==> config.mk <==
export PLATFORM = sky130hd
export DESIGN_NAME = fixed_latency_memory_queue
export DESIGN_NICKNAME = d
export VERILOG_FILES = /design/src/hw/rtl/flmq_pkg.sv /design/src/hw/rtl/flmq_ram.sv /design/src/hw/rtl/flmq_ctrl.sv /design/src/hw/rtl/fixed_latency_memory_queue.sv
export VERILOG_INCLUDE_DIRS = /design/src /design/src/hw/rtl
export SDC_FILE = /design/constraint.sdc
export NUM_CORES = 2
export LEC_CHECK = 0
export BUFFER_PORTS_ARGS = -buffer_cell sky130_fd_sc_hd__buf_4
export CORE_MARGIN = 3
export CORE_UTILIZATION = 35
export DETAILED_ROUTE_END_ITERATION = 10
export PLACE_DENSITY = 0.56
export SLEW_MARGIN = 20
export SYNTH_ARGS = -nofsm -noshare
export SYNTH_HDL_FRONTEND = slang
export SYNTH_HIERARCHICAL = 1
export SYNTH_SLANG_ARGS = --single-unit
==> constraint.sdc <==
create_clock -name clock -period 32.4 [get_ports clock]
set_clock_uncertainty 0.15 [all_clocks]
set_input_delay 3.24 -clock clock [delete_from_list [all_inputs] [get_ports clock]]
set_output_delay 3.24 -clock clock [all_outputs]
set_load 0.01 [all_outputs]
==> src/hw/rtl/assert_macros.svh <==
// Assertion macros for the RTL of the fixed-latency memory queue.
`ifndef ASSERT_MACROS_SVH
`define ASSERT_MACROS_SVH
`ifndef SYNTHESIS
`define FLMQ_ASSERT(label, clk, rst, prop, msg) \
   label: assert property (@(posedge clk) disable iff (rst) (prop)) else $error(msg);
`define FLMQ_ASSERT_NEXT(label, clk, rst, ante, cons, msg) \
   label: assert property (@(posedge clk) disable iff (rst) (ante) |=> (cons)) else $error(msg);
`else
`define FLMQ_ASSERT(label, clk, rst, prop, msg)
`define FLMQ_ASSERT_NEXT(label, clk, rst, ante, cons, msg)
`endif
`endif

==> src/hw/rtl/flmq_pkg.sv <==
// Package with the types, constants and helpers of the fixed-latency memory queue.
`default_nettype none
package flmq_pkg;

   localparam int QUEUE_DEPTH = 16;
   localparam int CYCLE_BITS = 32;

   localparam int PTR_BITS = $clog2(QUEUE_DEPTH);
   localparam int COUNT_BITS = $clog2(QUEUE_DEPTH + 1);

   localparam int LATENCY_BITS = 16;
   localparam int MAX_OUT_BITS = 5;
   localparam int CMP_BITS = (COUNT_BITS > MAX_OUT_BITS) ? COUNT_BITS : MAX_OUT_BITS;
   localparam logic [LATENCY_BITS-1:0] LATENCY_RESET = 16'd100;
   localparam logic [MAX_OUT_BITS-1:0] MAX_OUT_RESET = 5'd16;

   localparam int MSG_ID_BITS = 16;
   localparam int ADDR_BITS = 48;
   localparam int AGENT_BITS = 8;
   localparam int RSP_CYCLE_BITS = 32;
   localparam int TOTAL_BITS = 32;

   localparam int CSR_INDEX_BITS = 1;
   localparam int CSR_DATA_BITS = 16;

   localparam int REQ_DATA_BITS = 72;
   localparam int REQ_USER_BITS = 2;
   localparam int RSP_DATA_BITS = 168;
   localparam int RSP_USER_BITS = 3;

   typedef enum logic [CSR_INDEX_BITS-1:0] {
      CSR_LATENCY,
      CSR_MAX_OUTSTANDING
   } csr_index_type;

   typedef enum logic [0:0] {
      ST_IDLE,
      ST_RETIRE
   } state_type;

   typedef struct packed {
      logic                   valid;
      logic                   is_write;
      logic [MSG_ID_BITS-1:0] msg_id;
      logic [ADDR_BITS-1:0]   addr;
      logic [AGENT_BITS-1:0]  agent_id;
   } item_type;

   typedef struct packed {
      logic [CYCLE_BITS-1:0]  stamp;
      logic                   is_write;
      logic [MSG_ID_BITS-1:0] msg_id;
      logic [AGENT_BITS-1:0]  agent_id;
      logic [ADDR_BITS-1:0]   addr;
   } entry_type;

   localparam int ENTRY_BITS = $bits(entry_type);

   typedef struct packed {
      logic                      req_accepted;
      logic                      resp_valid;
      logic                      write_retired;
      logic [MSG_ID_BITS-1:0]    resp_msg_id;
      logic [ADDR_BITS-1:0]      resp_addr;
      logic [AGENT_BITS-1:0]     resp_agent_id;
      logic [RSP_CYCLE_BITS-1:0] resp_cycle;
      logic [TOTAL_BITS-1:0]     reads_total;
      logic [TOTAL_BITS-1:0]     writes_total;
   } result_type;

   function automatic logic [PTR_BITS-1:0] next_ptr(input logic [PTR_BITS-1:0] p);
      return (p == PTR_BITS'(QUEUE_DEPTH - 1)) ? '0 : p + PTR_BITS'(1);
   endfunction

endpackage
`default_nettype wire

==> src/hw/rtl/flmq_ram.sv <==
// Generic single-port-write, single-port-read RAM with a registered read.
`default_nettype none
module flmq_ram #(
   parameter int WIDTH = 8,
   parameter int DEPTH = 16
) (
   input  wire logic                     clock,
   input  wire logic                     wr_en,
   input  wire logic [$clog2(DEPTH)-1:0] wr_addr,
   input  wire logic [WIDTH-1:0]         wr_data,
   input  wire logic [$clog2(DEPTH)-1:0] rd_addr,
   output logic      [WIDTH-1:0]         rd_data
);

   logic [WIDTH-1:0] mem_ff [DEPTH];
   logic [WIDTH-1:0] rd_data_ff;

   always_ff @(posedge clock) begin
      if (wr_en) begin
         mem_ff[wr_addr] <= wr_data;
      end
      rd_data_ff <= mem_ff[rd_addr];
   end

   assign rd_data = rd_data_ff;

endmodule
`default_nettype wire

==> src/hw/rtl/flmq_ctrl.sv <==
// Queue controller: accept, stamp, head retire check, pointers and counters.
`default_nettype none
`include "assert_macros.svh"
module flmq_ctrl import flmq_pkg::*; (
   input  wire logic                    clock,
   input  wire logic                    reset,
   input  wire logic                    item_fire,
   input  wire item_type                item,
   input  wire logic [LATENCY_BITS-1:0] latency,
   input  wire logic [MAX_OUT_BITS-1:0] max_outstanding,
   input  wire logic                    out_free,
   output logic                         item_ready,
   output logic                         result_load,
   output result_type                   result,
   output logic                         ram_wr_en,
   output logic [PTR_BITS-1:0]          ram_wr_addr,
   output entry_type                    ram_wr_data,
   output logic [PTR_BITS-1:0]          ram_rd_addr,
   input  wire entry_type               ram_rd_data
);

   state_type               state_ff, state_in;
   logic [PTR_BITS-1:0]     head_ff, head_in;
   logic [PTR_BITS-1:0]     tail_ff, tail_in;
   logic [COUNT_BITS-1:0]   count_ff, count_in;
   logic [CYCLE_BITS-1:0]   cycle_ff, cycle_in;
   logic [TOTAL_BITS-1:0]   reads_ff, reads_in;
   logic [TOTAL_BITS-1:0]   writes_ff, writes_in;
   logic                    accepted_ff, accepted_in;
   logic                    had_entry_ff, had_entry_in;
   logic                    room;
   logic [CYCLE_BITS-1:0]   age;
   logic                    retire;

   assign room = (CMP_BITS'(count_ff) < CMP_BITS'(max_outstanding)) &&
                 (count_ff < COUNT_BITS'(QUEUE_DEPTH));
   assign age = cycle_ff - ram_rd_data.stamp;
   assign retire = had_entry_ff && (age > CYCLE_BITS'(latency));

   assign ram_wr_addr = tail_ff;
   assign ram_rd_addr = head_ff;

   always_comb begin
      ram_wr_data.stamp = cycle_ff;
      ram_wr_data.is_write = item.is_write;
      ram_wr_data.msg_id = item.msg_id;
      ram_wr_data.agent_id = item.agent_id;
      ram_wr_data.addr = item.addr;
   end

   always_ff @(posedge clock) begin
      if (reset) begin
         state_ff <= ST_IDLE;
         head_ff <= '0;
         tail_ff <= '0;
         count_ff <= '0;
         cycle_ff <= '0;
         reads_ff <= '0;
         writes_ff <= '0;
         accepted_ff <= 1'b0;
         had_entry_ff <= 1'b0;
      end else begin
         state_ff <= state_in;
         head_ff <= head_in;
         tail_ff <= tail_in;
         count_ff <= count_in;
         cycle_ff <= cycle_in;
         reads_ff <= reads_in;
         writes_ff <= writes_in;
         accepted_ff <= accepted_in;
         had_entry_ff <= had_entry_in;
      end
   end

   // A new entry never sits at the head unless the queue was empty, so the
   // write at the tail and the read at the head never meet on a live entry.
   always_comb begin
      state_in = state_ff;
      head_in = head_ff;
      tail_in = tail_ff;
      count_in = count_ff;
      cycle_in = cycle_ff;
      reads_in = reads_ff;
      writes_in = writes_ff;
      accepted_in = accepted_ff;
      had_entry_in = had_entry_ff;
      item_ready = 1'b0;
      result_load = 1'b0;
      ram_wr_en = 1'b0;
      result = '0;
      unique case (state_ff)
         ST_IDLE: begin
            item_ready = 1'b1;
            if (item_fire) begin
               accepted_in = item.valid && room;
               had_entry_in = (count_ff != '0);
               if (item.valid && room) begin
                  ram_wr_en = 1'b1;
                  tail_in = next_ptr(tail_ff);
                  count_in = count_ff + COUNT_BITS'(1);
               end
               state_in = ST_RETIRE;
            end
         end
         ST_RETIRE: begin
            if (out_free) begin
               result_load = 1'b1;
               result.req_accepted = accepted_ff;
               if (retire) begin
                  head_in = next_ptr(head_ff);
                  count_in = count_ff - COUNT_BITS'(1);
                  if (ram_rd_data.is_write) begin
                     writes_in = writes_ff + TOTAL_BITS'(1);
                     result.write_retired = 1'b1;
                  end else begin
                     reads_in = reads_ff + TOTAL_BITS'(1);
                     result.resp_valid = 1'b1;
                     result.resp_msg_id = ram_rd_data.msg_id;
                     result.resp_addr = ram_rd_data.addr;
                     result.resp_agent_id = ram_rd_data.agent_id;
                     result.resp_cycle = RSP_CYCLE_BITS'(cycle_ff);
                  end
               end
               result.reads_total = reads_in;
               result.writes_total = writes_in;
               cycle_in = cycle_ff + CYCLE_BITS'(1);
               state_in = ST_IDLE;
            end
         end
         default: begin
            state_in = ST_IDLE;
         end
      endcase
   end

   `FLMQ_ASSERT(a_count_bound, clock, reset, count_ff <= COUNT_BITS'(QUEUE_DEPTH), "queue count above depth")
   `FLMQ_ASSERT(a_empty_ptrs, clock, reset, (count_ff != '0) || (head_ff == tail_ff), "empty queue with unequal pointers")
   `FLMQ_ASSERT_NEXT(a_cycle_step, clock, reset, result_load, cycle_ff == $past(cycle_ff) + CYCLE_BITS'(1), "cycle count did not advance once per request")
   `FLMQ_ASSERT_NEXT(a_head_hold, clock, reset, state_ff == ST_IDLE, $stable(head_ff), "head moved while no request was in flight")

endmodule
`default_nettype wire

==> src/hw/rtl/fixed_latency_memory_queue.sv <==
// Top level: one request per tick in, one result per tick out, queue held in a RAM.
// Latency: a result is registered on the clock edge after the edge that accepts its request,
// later only while the output register still holds an unaccepted result.
// A request is taken only after the previous result is loaded: the registered read of the queue
// RAM at the head pointer must finish before the head and counts update for the next request.
// Reset clears pointers, counts, cycle count and totals; latency resets to 100 and the
// outstanding limit to 16. The queue RAM is not cleared; only occupied entries are used.
`default_nettype none
module fixed_latency_memory_queue import flmq_pkg::*; (
   input  wire logic                      clock,
   input  wire logic                      reset,
   input  wire logic                      req_tvalid,
   output logic                           req_tready,
   input  wire logic [REQ_DATA_BITS-1:0]  req_tdata,  // msg_id[15:0], addr[63:16], agent_id[71:64]
   input  wire logic [REQ_USER_BITS-1:0]  req_tuser,  // valid[0], is_write[1]
   output logic                           rsp_tvalid,
   input  wire logic                      rsp_tready,
   output logic      [RSP_DATA_BITS-1:0]  rsp_tdata,  // msg_id[15:0], addr[63:16],
                                                      // agent_id[71:64], cycle[103:72],
                                                      // reads_total[135:104],
                                                      // writes_total[167:136]
   output logic      [RSP_USER_BITS-1:0]  rsp_tuser,  // req_accepted[0], resp_valid[1],
                                                      // write_retired[2]
   input  wire logic                      csr_valid,
   output logic                           csr_ready,
   input  wire logic [CSR_INDEX_BITS-1:0] csr_index,
   input  wire logic [CSR_DATA_BITS-1:0]  csr_data
);

   logic [LATENCY_BITS-1:0]  latency_ff, latency_in;
   logic [MAX_OUT_BITS-1:0]  max_out_ff, max_out_in;
   logic                     rsp_valid_ff, rsp_valid_in;
   result_type               rsp_result_ff;
   item_type                 item;
   logic                     item_ready;
   logic                     item_fire;
   logic                     out_free;
   logic                     result_load;
   result_type               result;
   logic                     ram_wr_en;
   logic [PTR_BITS-1:0]      ram_wr_addr;
   entry_type                ram_wr_data;
   logic [PTR_BITS-1:0]      ram_rd_addr;
   entry_type                ram_rd_data;
   logic [ENTRY_BITS-1:0]    ram_rd_bits;

   assign csr_ready = 1'b1;

   always_comb begin
      latency_in = latency_ff;
      max_out_in = max_out_ff;
      if (csr_valid) begin
         unique case (csr_index_type'(csr_index))
            CSR_LATENCY: latency_in = csr_data[LATENCY_BITS-1:0];
            CSR_MAX_OUTSTANDING: max_out_in = csr_data[MAX_OUT_BITS-1:0];
            default: begin
               latency_in = latency_ff;
            end
         endcase
      end
   end

   always_ff @(posedge clock) begin
      if (reset) begin
         latency_ff <= LATENCY_RESET;
         max_out_ff <= MAX_OUT_RESET;
      end else begin
         latency_ff <= latency_in;
         max_out_ff <= max_out_in;
      end
   end

   always_comb begin
      item.valid = req_tuser[0];
      item.is_write = req_tuser[1];
      item.msg_id = req_tdata[MSG_ID_BITS-1:0];
      item.addr = req_tdata[MSG_ID_BITS +: ADDR_BITS];
      item.agent_id = req_tdata[MSG_ID_BITS + ADDR_BITS +: AGENT_BITS];
   end

   assign req_tready = item_ready;
   assign item_fire = req_tvalid && item_ready;
   assign out_free = !rsp_valid_ff || rsp_tready;

   flmq_ctrl u_ctrl (
      .clock           (clock),
      .reset           (reset),
      .item_fire       (item_fire),
      .item            (item),
      .latency         (latency_ff),
      .max_outstanding (max_out_ff),
      .out_free        (out_free),
      .item_ready      (item_ready),
      .result_load     (result_load),
      .result          (result),
      .ram_wr_en       (ram_wr_en),
      .ram_wr_addr     (ram_wr_addr),
      .ram_wr_data     (ram_wr_data),
      .ram_rd_addr     (ram_rd_addr),
      .ram_rd_data     (ram_rd_data)
   );

   flmq_ram #(
      .WIDTH (ENTRY_BITS),
      .DEPTH (QUEUE_DEPTH)
   ) u_queue_ram (
      .clock   (clock),
      .wr_en   (ram_wr_en),
      .wr_addr (ram_wr_addr),
      .wr_data (ENTRY_BITS'(ram_wr_data)),
      .rd_addr (ram_rd_addr),
      .rd_data (ram_rd_bits)
   );

   assign ram_rd_data = entry_type'(ram_rd_bits);

   always_comb begin
      rsp_valid_in = rsp_valid_ff;
      if (result_load) begin
         rsp_valid_in = 1'b1;
      end else if (rsp_tready) begin
         rsp_valid_in = 1'b0;
      end
   end

   always_ff @(posedge clock) begin
      if (reset) begin
         rsp_valid_ff <= 1'b0;
      end else begin
         rsp_valid_ff <= rsp_valid_in;
      end
   end

   always_ff @(posedge clock) begin
      if (result_load) begin
         rsp_result_ff <= result;
      end
   end

   assign rsp_tvalid = rsp_valid_ff;
   assign rsp_tdata = {rsp_result_ff.writes_total, rsp_result_ff.reads_total,
                       rsp_result_ff.resp_cycle, rsp_result_ff.resp_agent_id,
                       rsp_result_ff.resp_addr, rsp_result_ff.resp_msg_id};
   assign rsp_tuser = {rsp_result_ff.write_retired, rsp_result_ff.resp_valid,
                       rsp_result_ff.req_accepted};

endmodule
`default_nettype wire

# Word-level counts from Yosys, hierarchy flattened
# Memory sizes are Yosys's and may differ from the RTL's. A register that Yosys moved wholly into a read port is not among the register bits.
# Index checks and enable logic that the tools add are counted.
[word_totals]
reg_bits = 305
mem_bits_rw = 1680
input_bits = 96
mem_count = 1
[classes]
n_addsub = 8
n_lt_le_gt_ge = 3
n_eq_ne = 6
muxes = 26
bitwise_logic = 4
reduce_logical = 16
[mem_list]
columns = ["memory", "words", "word_bits", "read_ports", "rd_clocked_by_memory_dff", "write_ports", "line_no", "text"]
rows = [
  ["u_queue_ram.mem_ff", 16, 105, 1, 1, 1, "flmq_ram.sv:15", "logic [WIDTH-1:0] mem_ff [DEPTH];"],
]
[op_table]
columns = ["op", "n"]
rows = [
  ["two-way mux 32 bit", 4],
  ["adder 32 x 1 -> 32 bit, second input constant", 3],
  ["> comparator 32 x 16 -> 1 bit", 1],
  ["subtractor 32 bit", 1],
  ["two-way mux 5 bit", 4],
  ["two-way mux 1 bit", 14],
  ["one-hot mux 5 bit (2 select lines)", 1],
  ["adder 4 x 1 -> 4 bit, second input constant", 2],
  ["== test 4 bit, second input constant", 2],
  ["two-way mux 4 bit", 2],
  ["AND reduction 2 bit", 4],
  ["!= test 2 bit, second input constant", 3],
  ["AND reduction 3 bit", 2],
  ["adder 5 x 1 -> 5 bit, second input constant", 1],
  ["< comparator 5 bit", 1],
  ["< comparator 5 bit, second input constant", 1],
  ["nonzero test 5 bit", 1],
  ["subtractor 5 x 1 -> 5 bit, second input constant", 1],
  ["logical AND 1 bit", 4],
  ["NOT 1 bit", 4],
  ["AND reduction 4 bit", 1],
  ["OR reduction 4 bit", 1],
  ["!= test 2 x 1 -> 1 bit, second input constant", 1],
  ["one-hot mux 1 bit (2 select lines)", 1],
  ["3 further kinds", 3],
]

# Depth between registers and ports, before layout
[logic_depth]
word_depth = 8
mapped_depth = 23

# Hierarchy
# The synthesis kept the hierarchy.
[by_module_without_submodules]
columns = ["module", "n_inst", "cells_each", "area_each_um2", "seq_area_each_um2"]
rows = [
  ["flmq_ram", 1, 2688, 64929.8, 52550.4],
  ["flmq_ctrl", 1, 1492, 10796.6, 2242.2],
  ["fixed_latency_memory_queue", 1, 268, 6167.2, 5575.3],
]

# Least setup slack after synthesis
# OpenSTA, ideal clock, no wires.
[synth_timing]
kind = "input to register"
from = "input port req_tvalid"
to = "memory u_queue_ram/mem_ff[0][0] in the netlist's numbering, enable pin"
arrival_ns = 11.831
slack_ns = 19.722
stages = 5
cell_sequence = "and2_1 > nand2_1 > a211oi_1 > or3b_2 > nor3_1"
[synth_via]
elab_chain_cells = 5
[synth_lines]
columns = ["element", "line_no", "text"]
rows = [
  ["start, declared", "fixed_latency_memory_queue.sv:12", "input wire logic req_tvalid,"],
  ["logical AND 1 bit", "fixed_latency_memory_queue.sv:82", "assign item_fire = req_tvalid && item_ready;"],
  ["two-way mux 1 bit", "flmq_ctrl.sv:94", "if (item_fire) begin"],
  ["two-way mux 1 bit", "flmq_ctrl.sv:91", "unique case (state_ff)"],
  ["net ram_wr_en", "fixed_latency_memory_queue.sv:40", "logic ram_wr_en;"],
  ["two-way mux 1 bit", "flmq_ram.sv:19", "if (wr_en) begin"],
  ["two-way mux 1 bit (not written as such)", "flmq_ram.sv:20", "mem_ff[wr_addr] <= wr_data;"],
  ["end, declared", "flmq_ram.sv:15", ""],
]
# The timed path passes the listed nets, and every way through them passes these cells.

# Final worst setup path
[layout_timing]
from = "register u_ctrl.cycle_ff[6]"
to = "register rsp_result_ff, in the netlist rsp_tdata[141] (data pin)"
[layout_via]
elab_chain_cells = 4
[layout_lines]
columns = ["element", "line_no", "text"]
rows = [
  ["start, declared", "flmq_ctrl.sv:26", "logic [CYCLE_BITS-1:0] cycle_ff, cycle_in;"],
  ["start signal, assigned", "flmq_ctrl.sv:67", "cycle_ff <= cycle_in;"],
  ["subtractor 32 bit", "flmq_ctrl.sv:37", "assign age = cycle_ff - ram_rd_data.stamp;"],
  ["> comparator 32 x 16 -> 1 bit", "flmq_ctrl.sv:38", "assign retire = had_entry_ff && (age > CYCLE_BITS'(latency));"],
  ["logical AND 1 bit", "flmq_ctrl.sv:38", ""],
  ["two-way mux 32 bit", "flmq_ctrl.sv:109", "if (retire) begin"],
  ["end signal, assigned", "fixed_latency_memory_queue.sv:136", "rsp_result_ff <= result;"],
  ["end, declared", "fixed_latency_memory_queue.sv:33", "result_type rsp_result_ff;"],
]
# Every way passes these cells.
# A chain may end at the register's enable or synchronous reset.

==> impl_metrics.tcl <==
set metrics [dict create \
    status "finished clean" \
    dr.pass1.iters 6 \
    ant_nets 0 \
    cts.repair.resized 0 \
    insertion_delay_ns 0.84 \
    yosys_warnings 6 \
    die_y_um 490 \
    tns_ns 0 \
    timing.critical_path.buf_inv 1 \
    post_cts_buffers 0 \
    critPathCaptureType "register" \
    p_sw_w 0.00115 \
    rows 176 \
    synth-edff-count 1851 \
    vias_per_cell 5.26 \
    worst_slew_margin_rel 0.208 \
    routedWlPerCell_um 25.0 \
    synth-seq-cells 2090 \
    fin_crit_sh 0.214 \
    cts-root-buf "clkbuf_16" \
    grt_pass1_wl_mm 295 \
    p_per_area_nw_per_um2 59.4 \
    hpwl_mm 104 \
    grt_max_degree 135 \
    setup_viol 0 \
    syn_avg_cell_area_sq_um 18.4 \
    synthesis.nets 4605 \
    start_kind "register" \
    holdBufCountCts 0 \
    p_int_w 0.00443 \
    cts_tree "done" \
    synth_area_leader_cell "edfxtp_1" \
    worstMarginPinSlew_ns 1.19 \
    p_leak_nw 29.7 \
    cp_slowest_cell "dfxtp_1" \
    die_width_um 490 \
    syn_area_sq_um 81900 \
    path_delay_family "simple AND/OR/NAND/NOR gates" \
    required_ns 32.82 \
    ioPinCount 270 \
    seqPwrFrac 0.530 \
    final_common_cell "edfxtp_1" \
    ys_async_sr_fraction 0 \
    finalNetCount 4837 \
    worstPathArrival_ns 7.36 \
    ys.flop_type "edfxtp_1" \
    clock_sinks 2090 \
    antenna_found_initial 28 \
    synth_cell_types 81 \
    dieArea_sq_um 240000 \
    post-synth-top-area-fraction 0.679 \
    rsz0062_at_grt "false" \
    peakVddDrop_mv 0.0452 \
    layout_common_cells "edfxtp_1, mux4_2, buf_4" \
    path_clk_slew_ns 0.06 \
    hold_class "register to register" \
    layout-drive-gt1-share 0.235 \
    drc 0 \
    worstSetupPathType "register to register" \
    port_buffers 268 \
    p_comb_frac 0.029 \
    hold-worst-slack_ns 0.323 \
    core-area_sq_um 231000 \
    crit_chain "ha_1 -> a21oi_1 -> o21ai_1 -> o21ai_0 -> nor2_1 -> or2_2 -> a31oi_1 -> xnor2_1 -> ha_1 -> nand4_1 -> nor4_1 -> o32ai_1 -> or3_1 -> nor4_1 -> o211ai_1 -> nand4b_4 -> o21ai_4 -> buf_4 -> or3_1 -> nand2_1" \
    p_clk_frac 0.442 \
    postRouteWirelength_mm 200 \
    clockBufferDepth 3 \
    hold_violations 0 \
    drv_slew 0 \
    grtUsageTotal 0.166 \
    area_delta_synth_final_pct 14.8 \
    ys_top_cells_by_area "edfxtp_1, mux4_2, dfxtp_1" \
    gp_congestion 0.830 \
    p_sw_frac 0.206 \
    grt-ovfl-total 0 \
    htreeDepth 4 \
    synthCells 4448 \
    cts_buffers 211 \
    fmax_mhz 144 \
    start_util 0.354 \
    grt_pass1_vias 42611 \
    slowest_delay_ns 0.85 \
    crit_fanout 41 \
    maxCapViolCount 0 \
    vias 42084 \
    seq_area_frac_synth 0.737 \
    drtIter0Drc 4012 \
    fin_crit_ns 6.94 \
]
==> routing by layer <==
| layer | vias up | GRT usage | wire length (um) |
|---|---|---|---|
| met2 | 1370 | 0.248 | 89400 |
| met3 | 272 | 0.0375 | 15100 |
| met1 | 22139 | 0.247 | 91700 |
| li1 | 18279 | - | - |
| met4 | 24 | 0.0376 | 3830 |
| met5 | - | 0 | 158 |
==> through the flow <==
step | setup slack (ns) | util | cell area, sq um | total power, W | std cells
2_1_floorplan | 19.72 | - | 81900 | 0.00312 | 4448
3_3_place_gp | 24.68 | 0.375 | 86800 | 0.00318 | 7582
3_5_place_dp | 24.65 | 0.375 | 86800 | 0.00318 | 7582
4_1_cts | 25.46 | 0.406 | 94000 | 0.00566 | 7982
5_1_grt | 24.81 | 0.406 | 94000 | 0.00578 | 7986
6_report | 25.46 | 0.406 | 94000 | 0.00559 | 7997
==> kinds of logic after synthesis <==
kind of cell | after synthesis | share of synthesized area
other | 1 | 0.0000458
xor gates and xnor gates | 88 | 0.00941
adders and majority gates | 61 | 0.00950
buffers and inverters | 390 | 0.0261
AOI/OAI and AO/OA | 539 | 0.0459
DFF | 2090 | 0.737
muxes | 466 | 0.121
and+or+nand+nor | 813 | 0.0508
==> layout make-up <==
cell class	instances	area [sq um]
Fill cell	20634	137000
Clock inverter	116	1360
Sequential cell	2090	60400
Multi-Input combinational cell	1968	19600
Clock buffer	284	5800
Tap cell	3115	3900
Timing Repair Buffer	331	2680
Antenna cell	15	37.5
Inverter	78	300
==> power groups by stage <==
stage / Sequential (W) / Combinational, W / Clock (W)
after global placement: 0.00302 / 0.000161 / 0
final: 0.00296 / 0.000161 / 0.00247
after floorplan: 0.00302 / 0.000107 / 0
after detailed placement: 0.00302 / 0.000164 / 0
after global routing: 0.00296 / 0.000178 / 0.00264
after CTS: 0.00296 / 0.000165 / 0.00253
==> flip-flops by register name, indices dropped and copies added, names as in the netlist <==
signal,cells
u_ctrl/state_ff,1
u_ctrl/count_ff,5
u_ctrl/had_entry_ff,1
u_ctrl/reads_ff,32
u_ctrl/cycle_ff,32
max_out_ff,5
latency_ff,16
u_ctrl/writes_ff,32
u_ctrl/ram_rd_addr,4
u_ctrl/accepted_ff,1
rsp_tvalid,1
rsp_tuser,3
u_ctrl/ram_wr_addr,4
u_queue_ram/rd_data,105
rsp_tdata,168
u_queue_ram/mem_ff,1680
==> worst register-to-register path, stage by stage, from the launching register on <==
cell and delay, ns:
dfxtp_1 0.85, ha_1 0.46, a21oi_1 0.20, o21ai_1 0.12
o21ai_0 0.34, nor2_1 0.08, or2_2 0.32, a31oi_1 0.21
xnor2_1 0.11, ha_1 0.32, nand4_1 0.15, nor4_1 0.42
o32ai_1 0.15, or3_1 0.32, nor4_1 0.28, o211ai_1 0.16
nand4b_4 0.56, o21ai_4 0.73, buf_4 0.48, or3_1 0.22
nand2_1 0.06
==> worst paths after layout <==
kind	startpoint	to	slack, ns	cells after the start
worst max-delay path	u_ctrl/cycle_ff[6]$_SDFFE_PP0P_	rsp_tdata[141]$_DFFE_PP_	25.46	20
worst max register to register	u_ctrl/cycle_ff[6]$_SDFFE_PP0P_	rsp_tdata[141]$_DFFE_PP_	25.46	20
worst min-delay path	max_out_ff[4]$_SDFFE_PP1P_	max_out_ff[4]$_SDFFE_PP1P_	0.32	1
worst min register to register	max_out_ff[4]$_SDFFE_PP1P_	max_out_ff[4]$_SDFFE_PP1P_	0.32	1
==> cells in the mapped netlist (12+ instances only) <==
master / count
buf_4: 96
and3_1: 34
nand3_1: 48
o21ai_0: 45
and2_1: 110
or4_1: 15
buf_6: 32
inv_1: 76
o21ai_1: 13
mux2i_1: 42
edfxtp_1: 1851
o211ai_1: 24
or3_1: 36
nand2_1: 245
a31oi_1: 16
a21oi_1: 104
xnor2_1: 41
mux4_2: 420
nor3_1: 27
buf_2: 43
buf_1: 24
nand4_1: 47
nand2b_1: 55
xor2_1: 47
a22oi_1: 211
clkbuf_1: 116
nor2_1: 144
ha_1: 59
dfxtp_1: 239
a21o_1: 12
o31ai_1: 17
(Power assumes the default switching activity.)
